--- config.mk ---
export PLATFORM = sky130hd
export DESIGN_NAME = at_response_ipd_framer
export DESIGN_NICKNAME = d
export VERILOG_FILES = /design/src/hw/rtl/ipdf_pkg.sv /design/src/hw/rtl/ipdf_hdr_scan.sv /design/src/hw/rtl/at_response_ipd_framer.sv
export VERILOG_INCLUDE_DIRS = /design/src /design/src/hw/rtl
export SDC_FILE = /design/constraint.sdc
export NUM_CORES = 1
export LEC_CHECK = 0
export BUFFER_PORTS_ARGS = -buffer_cell sky130_fd_sc_hd__buf_4
export CELL_PAD_IN_SITES_DETAIL_PLACEMENT = 1
export CELL_PAD_IN_SITES_GLOBAL_PLACEMENT = 2
export CORE_MARGIN = 5
export CORE_UTILIZATION = 33
export CTS_CLUSTER_DIAMETER = 40
export CTS_CLUSTER_SIZE = 20
export DETAILED_ROUTE_END_ITERATION = 8
export HOLD_SLACK_MARGIN = 0.1
export PLACE_DENSITY_LB_ADDON = 0.1
export SLEW_MARGIN = 15
export SYNTH_ARGS = -nofsm -noshare
export SYNTH_HDL_FRONTEND = slang
export SYNTH_SLANG_ARGS = --single-unit
--- constraint.sdc ---
create_clock -name i_clk -period 5.4 [get_ports i_clk]
set_clock_uncertainty 0.1 [all_clocks]
set_input_delay 0.81 -clock i_clk [delete_from_list [all_inputs] [get_ports i_clk]]
set_output_delay 0.81 -clock i_clk [all_outputs]
set_load 0.01 [all_outputs]
--- src/hw/rtl/at_response_ipd_framer_assert.svh ---
// assertion macros for the ipd framer
// used by the top level only, no other dependencies
`ifndef AT_RESPONSE_IPD_FRAMER_ASSERT_SVH
`define AT_RESPONSE_IPD_FRAMER_ASSERT_SVH

`ifndef ASSERT_OFF
`define IPDF_ASSERT(lbl, clk, rst_n, prop, msg) \
    lbl: assert property (@(posedge clk) disable iff (!rst_n) prop) else $error(msg);
`define IPDF_ASSERT_NEVER(lbl, clk, rst_n, expr, msg) \
    lbl: assert property (@(posedge clk) disable iff (!rst_n) !(expr)) else $error(msg);
`else
`define IPDF_ASSERT(lbl, clk, rst_n, prop, msg)
`define IPDF_ASSERT_NEVER(lbl, clk, rst_n, expr, msg)
`endif

`endif

--- src/hw/rtl/ipdf_pkg.sv ---
// shared types and constants of the ipd framer
// no dependencies
`timescale 1ns / 1ps

package ipdf_pkg;

    typedef enum logic [1:0] {
        FN_BYTE    = 2'd0,
        FN_TICK    = 2'd1,
        FN_RELEASE = 2'd2,
        FN_RESTART = 2'd3
    } t_func;

    localparam int LEFT_W = 16;
    typedef logic [LEFT_W-1:0] t_left;
    typedef logic [3:0]        t_phase;

    // header letters, then separator and channel, then length digits, then payload
    localparam t_phase PH_IDLE    = 4'd0;
    localparam t_phase PH_SEP     = 4'd4;
    localparam t_phase PH_DIGITS  = 4'd7;
    localparam t_phase PH_PAYLOAD = 4'd8;

    localparam logic [7:0] CH_COLON = 8'h3A;
    localparam logic [7:0] CH_ZERO  = 8'h30;
    localparam logic [7:0] CH_NINE  = 8'h39;

    localparam logic [7:0] HDR_CHAR [4] = '{8'h2B, 8'h49, 8'h50, 8'h44};

    localparam logic [19:0] LEFT_MAX = 20'd65535;

    typedef struct packed {
        t_phase phase;
        t_left  left;
        logic   close_req;
    } t_scan;

endpackage

--- src/hw/rtl/ipdf_hdr_scan.sv ---
// "+IPD,c,len:" header recognizer and payload length countdown
// depends on ipdf_pkg
`timescale 1ns / 1ps

module ipdf_hdr_scan (
    input  ipdf_pkg::t_phase i_phase,
    input  ipdf_pkg::t_left  i_left,
    input  logic [7:0]       i_byte,
    output ipdf_pkg::t_scan  o_scan
);

    logic [19:0]      mul10;
    ipdf_pkg::t_left  left_dec;
    logic             is_digit;

    assign is_digit = (i_byte >= ipdf_pkg::CH_ZERO) && (i_byte <= ipdf_pkg::CH_NINE);
    assign mul10    = ({4'b0, i_left} << 3) + ({4'b0, i_left} << 1)
                    + {12'b0, i_byte - ipdf_pkg::CH_ZERO};
    assign left_dec = (i_left != '0) ? i_left - 1'b1 : '0;

    always_comb begin
        o_scan.phase     = i_phase;
        o_scan.left      = i_left;
        o_scan.close_req = 1'b0;
        if (i_phase == ipdf_pkg::PH_PAYLOAD) begin
            if (left_dec == '0) begin
                o_scan.close_req = 1'b1;
                o_scan.phase     = ipdf_pkg::PH_IDLE;
                o_scan.left      = '0;
            end else begin
                o_scan.left = left_dec;
            end
        end else if (i_phase < ipdf_pkg::PH_SEP
                     && i_byte == ipdf_pkg::HDR_CHAR[i_phase[1:0]]) begin
            o_scan.phase = i_phase + 1'b1;
        end else if (i_phase >= ipdf_pkg::PH_SEP && i_phase < ipdf_pkg::PH_DIGITS) begin
            o_scan.phase = i_phase + 1'b1;
        end else if (i_phase == ipdf_pkg::PH_DIGITS && i_byte != ipdf_pkg::CH_COLON) begin
            if (is_digit) begin
                o_scan.left = (mul10 > ipdf_pkg::LEFT_MAX) ? '1 : mul10[15:0];
            end else begin
                o_scan.phase = ipdf_pkg::PH_IDLE;
                o_scan.left  = '0;
            end
        end else if (i_phase == ipdf_pkg::PH_DIGITS && i_left != '0) begin
            o_scan.phase = ipdf_pkg::PH_PAYLOAD;
        end else if (i_phase != ipdf_pkg::PH_IDLE && i_phase < ipdf_pkg::PH_SEP) begin
            o_scan.phase = ipdf_pkg::PH_IDLE;
            o_scan.left  = '0;
        end
    end

endmodule

--- src/hw/rtl/at_response_ipd_framer.sv ---
// ipd message framer top level: input register, state update, result register
// depends on ipdf_pkg, ipdf_hdr_scan and at_response_ipd_framer_assert.svh
`timescale 1ns / 1ps
`include "at_response_ipd_framer_assert.svh"

// Usage:
//   Input channel (i_in_valid / o_in_stall) carries one command per transfer:
//   a received byte, a time tick, a release of the oldest message or a restart.
//   Output channel (o_out_valid / i_out_stall) returns exactly one result per
//   command: the byte store request (slot, offset, data), the close and
//   overflow flags, and the pending count, read slot and halt flag after it.
//   i_cfg_we writes idle_ticks from i_cfg_wdata; write it only while idle.
// Pipeline: a command taken is captured in the input register, processed by
//   the state update logic into the result register and shown on the output
//   ports from then on.
// Throughput: one command per cycle unless stalled; the framer state is updated
//   by a single level of compare and multiply-by-ten-add logic between the registers.
// Reset (i_rst_n low, synchronous): both pipeline registers empty, ring and
//   header state cleared, idle_ticks back to 10.
// Stall: while the result register is held, the input register keeps its
//   command and o_in_stall rises only once it is occupied too.
module at_response_ipd_framer #(
    parameter int SLOTS      = 8,
    parameter int SLOT_BYTES = 512
) (
    input  logic                           i_clk,
    input  logic                           i_rst_n,
    input  logic                           i_cfg_we,
    input  logic [7:0]                     i_cfg_wdata,
    input  logic                           i_in_valid,
    output logic                           o_in_stall,
    input  logic [1:0]                     i_func,
    input  logic [7:0]                     i_rx_byte,
    output logic                           o_out_valid,
    input  logic                           i_out_stall,
    output logic                           o_store_valid,
    output logic [$clog2(SLOTS)-1:0]       o_store_slot,
    output logic [$clog2(SLOT_BYTES)-1:0]  o_store_offset,
    output logic [7:0]                     o_store_data,
    output logic                           o_message_closed,
    output logic [$clog2(SLOTS+1)-1:0]     o_pending_count,
    output logic [$clog2(SLOTS)-1:0]       o_read_slot,
    output logic                           o_overflow_error,
    output logic                           o_halted
);

    localparam int SW = $clog2(SLOTS);
    localparam int OW = $clog2(SLOT_BYTES);
    localparam int FW = $clog2(SLOT_BYTES + 1);
    localparam int PW = $clog2(SLOTS + 1);

    function automatic logic [SW-1:0] next_slot(input logic [SW-1:0] s);
        return (s == SW'(SLOTS - 1)) ? '0 : s + 1'b1;
    endfunction

    // pipeline control
    logic               r_iv, r_ov;
    logic               in_xfer, adv;
    ipdf_pkg::t_func    r_func;
    logic [7:0]         r_byte;

    // framer state
    logic [7:0]         r_idle_ticks;
    logic               r_halt, n_halt;
    logic [SW-1:0]      r_ws, n_ws;
    logic [SW-1:0]      r_rd, n_rd;
    logic [PW-1:0]      r_pend, n_pend;
    logic               r_sw, n_sw;
    logic [FW-1:0]      r_fl, n_fl;
    ipdf_pkg::t_phase   r_phase, n_phase;
    ipdf_pkg::t_left    r_left, n_left;
    logic [7:0]         r_idle, n_idle;
    logic               r_seen, n_seen;

    // result register
    logic               r_o_sv, n_o_sv;
    logic [SW-1:0]      r_o_slot, n_o_slot;
    logic [OW-1:0]      r_o_off, n_o_off;
    logic [7:0]         r_o_data, n_o_data;
    logic               r_o_closed, n_o_closed;
    logic               r_o_ovf, n_o_ovf;
    logic [PW-1:0]      r_o_pend;
    logic [SW-1:0]      r_o_rd;
    logic               r_o_halt;

    logic [SW-1:0]      b_ws;
    logic [FW-1:0]      b_fl, b_fl_inc;
    logic [7:0]         idle_inc;
    ipdf_pkg::t_scan    scan;

    assign adv        = r_iv && (!r_ov || !i_out_stall);
    assign o_in_stall = r_iv && !adv;
    assign in_xfer    = i_in_valid && !o_in_stall;

    ipdf_hdr_scan u_scan (
        .i_phase (r_phase),
        .i_left  (r_left),
        .i_byte  (r_byte),
        .o_scan  (scan)
    );

    assign b_ws     = r_sw ? next_slot(r_ws) : r_ws;
    assign b_fl     = r_sw ? '0 : r_fl;
    assign b_fl_inc = b_fl + 1'b1;
    assign idle_inc = r_idle + 1'b1;

    always_comb begin
        n_halt     = r_halt;
        n_ws       = r_ws;
        n_rd       = r_rd;
        n_pend     = r_pend;
        n_sw       = r_sw;
        n_fl       = r_fl;
        n_phase    = r_phase;
        n_left     = r_left;
        n_idle     = r_idle;
        n_seen     = r_seen;
        n_o_sv     = 1'b0;
        n_o_slot   = '0;
        n_o_off    = '0;
        n_o_data   = '0;
        n_o_closed = 1'b0;
        n_o_ovf    = 1'b0;
        if (adv) begin
            case (r_func)
                ipdf_pkg::FN_BYTE: begin
                    if (!r_halt && r_byte != 8'd0) begin
                        n_o_sv   = 1'b1;
                        n_o_slot = b_ws;
                        n_o_off  = b_fl[OW-1:0];
                        n_o_data = r_byte;
                        n_ws     = b_ws;
                        n_fl     = b_fl_inc;
                        n_sw     = 1'b0;
                        n_phase  = scan.phase;
                        n_left   = scan.left;
                        n_idle   = '0;
                        n_seen   = 1'b1;
                        if (scan.close_req && next_slot(b_ws) != r_rd) begin
                            n_pend     = r_pend + PW'(1);
                            n_sw       = 1'b1;
                            n_o_closed = 1'b1;
                        end
                        if (b_fl_inc == FW'(SLOT_BYTES)) begin
                            // slot full: clear everything and halt
                            n_halt     = 1'b1;
                            n_ws       = '0;
                            n_rd       = '0;
                            n_pend     = '0;
                            n_sw       = 1'b0;
                            n_fl       = '0;
                            n_phase    = ipdf_pkg::PH_IDLE;
                            n_left     = '0;
                            n_idle     = '0;
                            n_seen     = 1'b0;
                            n_o_ovf    = 1'b1;
                            n_o_closed = 1'b0;
                        end
                    end
                end
                ipdf_pkg::FN_TICK: begin
                    if (r_seen && r_idle != 8'hFF) begin
                        n_idle = idle_inc;
                        if (idle_inc == r_idle_ticks && r_fl != '0) begin
                            n_phase = ipdf_pkg::PH_IDLE;
                            n_left  = '0;
                            if (!r_sw && next_slot(r_ws) != r_rd) begin
                                n_pend     = r_pend + PW'(1);
                                n_sw       = 1'b1;
                                n_o_closed = 1'b1;
                            end
                        end
                    end
                end
                ipdf_pkg::FN_RELEASE: begin
                    if (r_pend != '0) begin
                        n_rd   = next_slot(r_rd);
                        n_pend = r_pend - PW'(1);
                    end
                end
                ipdf_pkg::FN_RESTART: begin
                    if (r_halt) begin
                        n_halt  = 1'b0;
                        n_ws    = '0;
                        n_rd    = '0;
                        n_pend  = '0;
                        n_sw    = 1'b0;
                        n_fl    = '0;
                        n_phase = ipdf_pkg::PH_IDLE;
                        n_left  = '0;
                        n_idle  = '0;
                        n_seen  = 1'b0;
                    end
                end
                default: begin
                end
            endcase
        end
    end

    always_ff @(posedge i_clk) begin
        if (!i_rst_n) begin
            r_iv         <= 1'b0;
            r_ov         <= 1'b0;
            r_idle_ticks <= 8'd10;
            r_halt       <= 1'b0;
            r_ws         <= '0;
            r_rd         <= '0;
            r_pend       <= '0;
            r_sw         <= 1'b0;
            r_fl         <= '0;
            r_phase      <= ipdf_pkg::PH_IDLE;
            r_left       <= '0;
            r_idle       <= '0;
            r_seen       <= 1'b0;
        end else begin
            if (in_xfer) begin
                r_iv <= 1'b1;
            end else if (adv) begin
                r_iv <= 1'b0;
            end
            if (adv) begin
                r_ov <= 1'b1;
            end else if (!i_out_stall) begin
                r_ov <= 1'b0;
            end
            if (i_cfg_we) begin
                r_idle_ticks <= i_cfg_wdata;
            end
            r_halt  <= n_halt;
            r_ws    <= n_ws;
            r_rd    <= n_rd;
            r_pend  <= n_pend;
            r_sw    <= n_sw;
            r_fl    <= n_fl;
            r_phase <= n_phase;
            r_left  <= n_left;
            r_idle  <= n_idle;
            r_seen  <= n_seen;
        end
    end

    // payload registers
    always_ff @(posedge i_clk) begin
        if (in_xfer) begin
            r_func <= ipdf_pkg::t_func'(i_func);
            r_byte <= i_rx_byte;
        end
        if (adv) begin
            r_o_sv     <= n_o_sv;
            r_o_slot   <= n_o_slot;
            r_o_off    <= n_o_off;
            r_o_data   <= n_o_data;
            r_o_closed <= n_o_closed;
            r_o_ovf    <= n_o_ovf;
            r_o_pend   <= n_pend;
            r_o_rd     <= n_rd;
            r_o_halt   <= n_halt;
        end
    end

    assign o_out_valid      = r_ov;
    assign o_store_valid    = r_o_sv;
    assign o_store_slot     = r_o_slot;
    assign o_store_offset   = r_o_off;
    assign o_store_data     = r_o_data;
    assign o_message_closed = r_o_closed;
    assign o_overflow_error = r_o_ovf;
    assign o_pending_count  = r_o_pend;
    assign o_read_slot      = r_o_rd;
    assign o_halted         = r_o_halt;

    `IPDF_ASSERT(a_ovf_halts, i_clk, i_rst_n, (r_ov && r_o_ovf) |-> o_halted, "overflow without halt")
    `IPDF_ASSERT_NEVER(a_close_ovf, i_clk, i_rst_n, r_ov && r_o_closed && r_o_ovf, "close with overflow")
    `IPDF_ASSERT_NEVER(a_pend_range, i_clk, i_rst_n, r_pend > PW'(SLOTS - 1), "pending past ring size")
    `IPDF_ASSERT(a_close_switch, i_clk, i_rst_n, (adv && n_o_closed) |=> r_sw, "close without slot switch")

endmodule
# ---- Word-level counts from Yosys, hierarchy flattened
# Cells that the tools add are included.
dict set report totals {
  register_bits 102
  inputBits 23
  out_inout_bits 33
  wordCells 200
}
dict set report op_classes {
  n_addsub 12
  n_lt_le_gt_ge 7
  eq_ne 28
  n_mux 91
  bitwise_logic 1
  reduce_logical 37
}
# op count
set op_table {}
lappend op_table {{$mux W16} 12}
lappend op_table {{$mux W4} 19}
lappend op_table {{$mux W20} 3}
lappend op_table {{$pmux W16 S3} 1}
lappend op_table {{$mux W10} 4}
lappend op_table {{$mux W8} 5}
lappend op_table {{$mux W3} 12}
lappend op_table {{$mux W1} 24}
lappend op_table {{$pmux W8 S3} 1}
lappend op_table {{$add A19 B17 Y20} 1}
lappend op_table {{$add A20 B8 Y20} 1}
lappend op_table {{$gt A20 B16 Y1 const B} 1}
lappend op_table {{$pmux W10 S2} 1}
lappend op_table {{$bmux W8 S2} 1}
lappend op_table {{$eq A8 B8 Y1} 2}
lappend op_table {{$logic_not A16 Y1} 1}
lappend op_table {{$pmux W4 S4} 1}
lappend op_table {{$reduce_bool A16 Y1} 1}
lappend op_table {{$sub A16 B1 Y16 const B} 1}
lappend op_table {{$logic_and A1 B1 Y1} 14}
lappend op_table {{$pmux W4 S3} 1}
lappend op_table {{$add A10 B1 Y10 const B} 1}
lappend op_table {{$eq A10 B10 Y1 const B} 1}
lappend op_table {{$ne A2 B2 Y1 const B} 5}
lappend op_table {{other kinds (44)} 62}

# ---- Depth between registers and ports, before layout
dict set report depth {
  ltp_word 12
  depth_mapped 15
  ltp_nobuf 14
}

# ---- Modules after synthesis
# Synthesis repeated with hierarchy kept, for this count alone.
dict set report unflattened {
  cells_unflattened 853
  area_unflattened_um2 7400.8
}
# module instances cells_each area_each_um2 seq_area_each_um2
set by_module_without_submodules {}
lappend by_module_without_submodules {at_response_ipd_framer 1 508 5043.6 2452.4}
lappend by_module_without_submodules {ipdf_hdr_scan 1 345 2357.3 0.0}

# ---- Worst setup path after synthesis
# Ideal clock, no wire load.
dict set report synth_path {
  path_kind {reg-to-reg}
  startpoint {reg r_byte[4]}
  endpoint {reg r_left[5]}
  setup_ns 0.130
  t_arrival_ns 3.442
  t_required_ns 5.170
  path_slack_ns 1.728
  stages_incl_launch_ff 14
  path_buffers 1
  period_less_slack_ns 3.672
  cell_sequence {edfxtp_1 ha_1 xnor2_1 fa_1 ha_1 a21o_1 a21oi_1 nand3_1 a2111oi_0 o21bai_1 a221o_1 clkbuf_1 o21bai_1 o211ai_1}
}
dict set report synth_between {
  elab_chain_cells 12
  elab_cells_between_ends 26
  classes_between {add/sub: 2; order compare: 3; eq/ne: 6; mux: 9; reduce/logical: 6}
}
# element line_no
set synth_lines {}
lappend synth_lines {{start, declared} at_response_ipd_framer.sv:60} ;# logic [7:0] r_byte;
lappend synth_lines {{start signal, assigned} at_response_ipd_framer.sv:247} ;# r_byte <= i_rx_byte;
lappend synth_lines {{$sub A8 B6 Y8} ipdf_hdr_scan.sv:18} ;# + {12'b0, i_byte - ipdf_pkg::CH_ZERO};
lappend synth_lines {{$add A20 B8 Y20} ipdf_hdr_scan.sv:18}
lappend synth_lines {{$gt A20 B16 Y1} ipdf_hdr_scan.sv:40} ;# o_scan.left = (mul10 > ipdf_pkg::LEFT_MAX) ? '1 : mul10[15:0];
lappend synth_lines {{$mux W16} ipdf_hdr_scan.sv:40}
lappend synth_lines {{$mux W16} ipdf_hdr_scan.sv:39} ;# if (is_digit) begin
lappend synth_lines {{$mux W20} ipdf_hdr_scan.sv:38} ;# end else if (i_phase == ipdf_pkg::PH_DIGITS && i_byte != ipdf_pkg::CH_COLON) begin
lappend synth_lines {{$mux W16} ipdf_hdr_scan.sv:36} ;# end else if (i_phase >= ipdf_pkg::PH_SEP && i_phase < ipdf_pkg::PH_DIGITS) begin
lappend synth_lines {{$mux W16} ipdf_hdr_scan.sv:33} ;# end else if (i_phase < ipdf_pkg::PH_SEP
lappend synth_lines {{$mux W20} ipdf_hdr_scan.sv:25} ;# if (i_phase == ipdf_pkg::PH_PAYLOAD) begin
lappend synth_lines {{$mux W16} at_response_ipd_framer.sv:144} ;# if (b_fl_inc == FW'(SLOT_BYTES)) begin
lappend synth_lines {{$mux W16} at_response_ipd_framer.sv:127} ;# if (!r_halt && r_byte != 8'd0) begin
lappend synth_lines {{$pmux W16 S3} at_response_ipd_framer.sv:125} ;# case (r_func)
lappend synth_lines {{end signal, assigned} at_response_ipd_framer.sv:237} ;# r_left <= n_left;
lappend synth_lines {{end, declared} at_response_ipd_framer.sv:71} ;# ipdf_pkg::t_left r_left, n_left;
# Parallel ways exist; a longest one is shown, timed or not. The select of a mux whose other input is x is not followed.
# A chain may end at the register's enable or synchronous reset.

# ---- Worst setup path after layout
dict set report layout_path {
  startpoint {reg r_byte[4]}
  endpoint {reg r_left[12]}
}
# Same word-level chain as after synthesis.

==> reports/qor.txt <==
Hold Buf Count CTS: 0
Synthesized flop and latch total: 102
Critical path arrival: 4.57 ns
Initial antenna violation count: 0
IO Pins: 56
Htree depth: 3
Reg power frac: 0.507
Critical path peak fanout: 16
HPWL Detailed: 16900 um
DRC viols: 0
Final-report hold violation count: 0
Core Region: 21100 um2
R2r setup slk: 1.0 ns
Syn_area_per_cell: 8.72 um2
Top FF cell, synth: dfxtp_1
Non-Filler Instances: 1136
Area grow syn2layout: 13.6%
Register area: 2450 um2
Die Area: 24500 um2
Gr usage total: 0.182
Placed Instances: 1120
Drt pass-1 iters: 4
Status: complete, no violations
Max IR drop VDD: 0.140 mV
Power Density: 205 nW/um2
Worst r2r src: r_byte[4]
Die height: 157 um
Highest Clock Rate: 227 MHz
Worst path required time: 5.56 ns
Setup CP Type: reg2reg
CTS tree: built
Worst setup startpoint: r_byte[4]
Fillcell total: 2485
Final setup TNS: 0 ns
# setup viols final: 0
Maxcap violations: 0
Skew-Pair Late Insertion Delay: 0.36 ns
Most frequent cells in the layout: nor2_1, a21oi_1, buf_4
Detailed-route via count: 6401
Setup crit end: r_left[12]
Hold Slack: 0.421 ns
Worst r2r path cells: 12
Fin crit share: 0.815
Routed length per instance: 19.4 um
Hold Crit Class: reg2reg
GRT Residual Overflow: 0
Crit path launch type: flip-flop
Synth async-reset ratio: 0
Place WS: 0.925 ns
Initial Utilization: 0.336
Net count after synthesis: 889
Cts repair resizes: 0
EDFF count, synth: 41
Switching Share: 0.264
P_int: 1.21 mW
Row count: 53
Diodes inserted: 0
Commonest non-fill, non-tap cell in the layout: nor2_1
Placer Congestion: 0.842
Yosys cell types: 79
First-pass GRT wire length: 35900 um
Number of setup buffers added after CTS: 0
Deepest clock path buffer count: 2
Vias in the first global route: 6735
Worst slew margin: 0.397
CTS root buf: clkbuf_16
Layout Nets: 932
Total CTS buffers: 9
DRT antenna net count: 0
RSZ-0062 raised after global routing: no
Combinational power share: 0.091
Leak Pwr: 3.33 nW
Die Width: 157 um
Reg2reg end: r_left[12]
Worst slew pin tran: 0.904 ns
Cells after synthesis: 813
1st-iter DRT viols: 248
Tot Pwr: 1.65 mW
YS warnings: 0
Slew Limit Fails: 0
Register area share after synthesis: 0.346
CTS Sinks: 102
Largest net degree at the start of global routing: 43
Syn Std Cell Area: 7090 um2
Area of the multi-input gates: 4370 um2
Final worst setup slack: 0.997 ns
Clk pwr share: 0.402
Port bufs: 55
NetSw: 0.436 mW
Total length of routed wires: 22100 um
Vias per inst: 5.63
Setup crit end kind: flip-flop
Layout cells sized above 1: 0.125
Crit path time final: 4.40 ns
Clk pin slew, worst setup/hold paths: 0.08 ns
-- sequential cells by signal (all words and copies together) (netlist names), 2 cells and up --
| name | flops |
|---|---|
| r_func | 2 |
| r_idle_ticks | 8 |
| r_fl | 10 |
| o_read_slot | 3 |
| r_idle | 8 |
| o_pending_count | 4 |
| r_byte | 8 |
| o_store_offset | 9 |
| o_store_slot | 3 |
| o_store_data | 8 |
| r_left | 16 |
| r_ws | 3 |
| r_phase | 4 |
| r_rd | 3 |
| r_pend | 4 |
-- Yosys cell counts (14+ instances only) --
| cell | number | area (um2) |
|---|---|---|
| nor2_1 | 99 | 372 |
| a21oi_1 | 64 | 320 |
| dfxtp_1 | 61 | 1220 |
| ha_1 | 47 | 588 |
| o21ai_0 | 44 | 220 |
| nand2_1 | 43 | 161 |
| edfxtp_1 | 41 | 1230 |
| inv_1 | 30 | 113 |
| nor3_1 | 26 | 130 |
| xnor2_1 | 25 | 219 |
| clkbuf_1 | 23 | 86.3 |
| and3_1 | 20 | 125 |
| nand3_1 | 20 | 100 |
| and2_1 | 15 | 93.8 |
| or3_1 | 15 | 93.8 |
| a22oi_1 | 14 | 105 |
-- cell families (layout without fill, tap and decap cells) --
logic type,after synthesis,count (layout),share of synthesized area
flip-flops,102,102,0.346
adder cells (fa/ha/maj),53,53,0.0999
multiplexers,15,15,0.0217
AO/OA/AOI/OAI,228,228,0.212
buffers and inverters,63,111,0.0372
AND/OR/NAND/NOR,316,316,0.238
XOR/XNOR,36,36,0.0445
-- routing by layer --
metal	wire [um]	up-vias	global-route usage
met1	10400	3182	0.240
met3	699	23	0.0254
li1	-	3109	-
met4	363	0	0.0475
met2	10600	87	0.313
met5	0	-	0
-- area by class of cell --
class                           instances  area share
Multi-Input combinational cell        648       0.543
Sequential cell                       102       0.304
Timing Repair Buffer                   64      0.0596
Tap cell                              275      0.0427
Clock buffer                           10      0.0297
Inverter                               31      0.0144
Clock inverter                          6     0.00637
-- worst min-delay path by stage --
stage	from	endpoint	cells after the start
after global placement	r_iv	o_out_valid	2
after CTS	r_iv	o_out_valid	2
after detailed placement	r_iv	o_out_valid	2
final	r_iv	o_out_valid	2
after global routing	r_idle[7]	r_idle[7]	2
after floorplan	r_iv	o_out_valid	2
-- per-stage QoR --
stage,instance area (um2),util
6_report,8060,0.382
5_1_grt,8060,0.382
4_1_cts,8060,0.382
3_5_place_dp,7770,0.368
3_3_place_gp,7770,0.368
2_1_floorplan,7090,-
-- critical path: stages, from the launching register on --
cell and delay [ns]:
edfxtp_1 0.45, ha_1 0.29, xnor2_1 0.25, fa_1 0.47
ha_1 0.37, a21o_1 0.18, a21oi_1 0.18, nand3_1 0.21
a2111oi_0 0.60, or3_1 0.19, a221o_1 0.56, o21ai_0 0.21
a211oi_1 0.24
-- power groups by stage --
stage	logic [mW]	clock network [mW]	registers, mW
after floorplan	0.0810	0	0.854
after global placement	0.147	0	0.854
after detailed placement	0.152	0	0.854
after CTS	0.152	0.683	0.836
after global routing	0.166	0.710	0.839
final	0.150	0.662	0.836
Power figures use the tool's default switching activity.
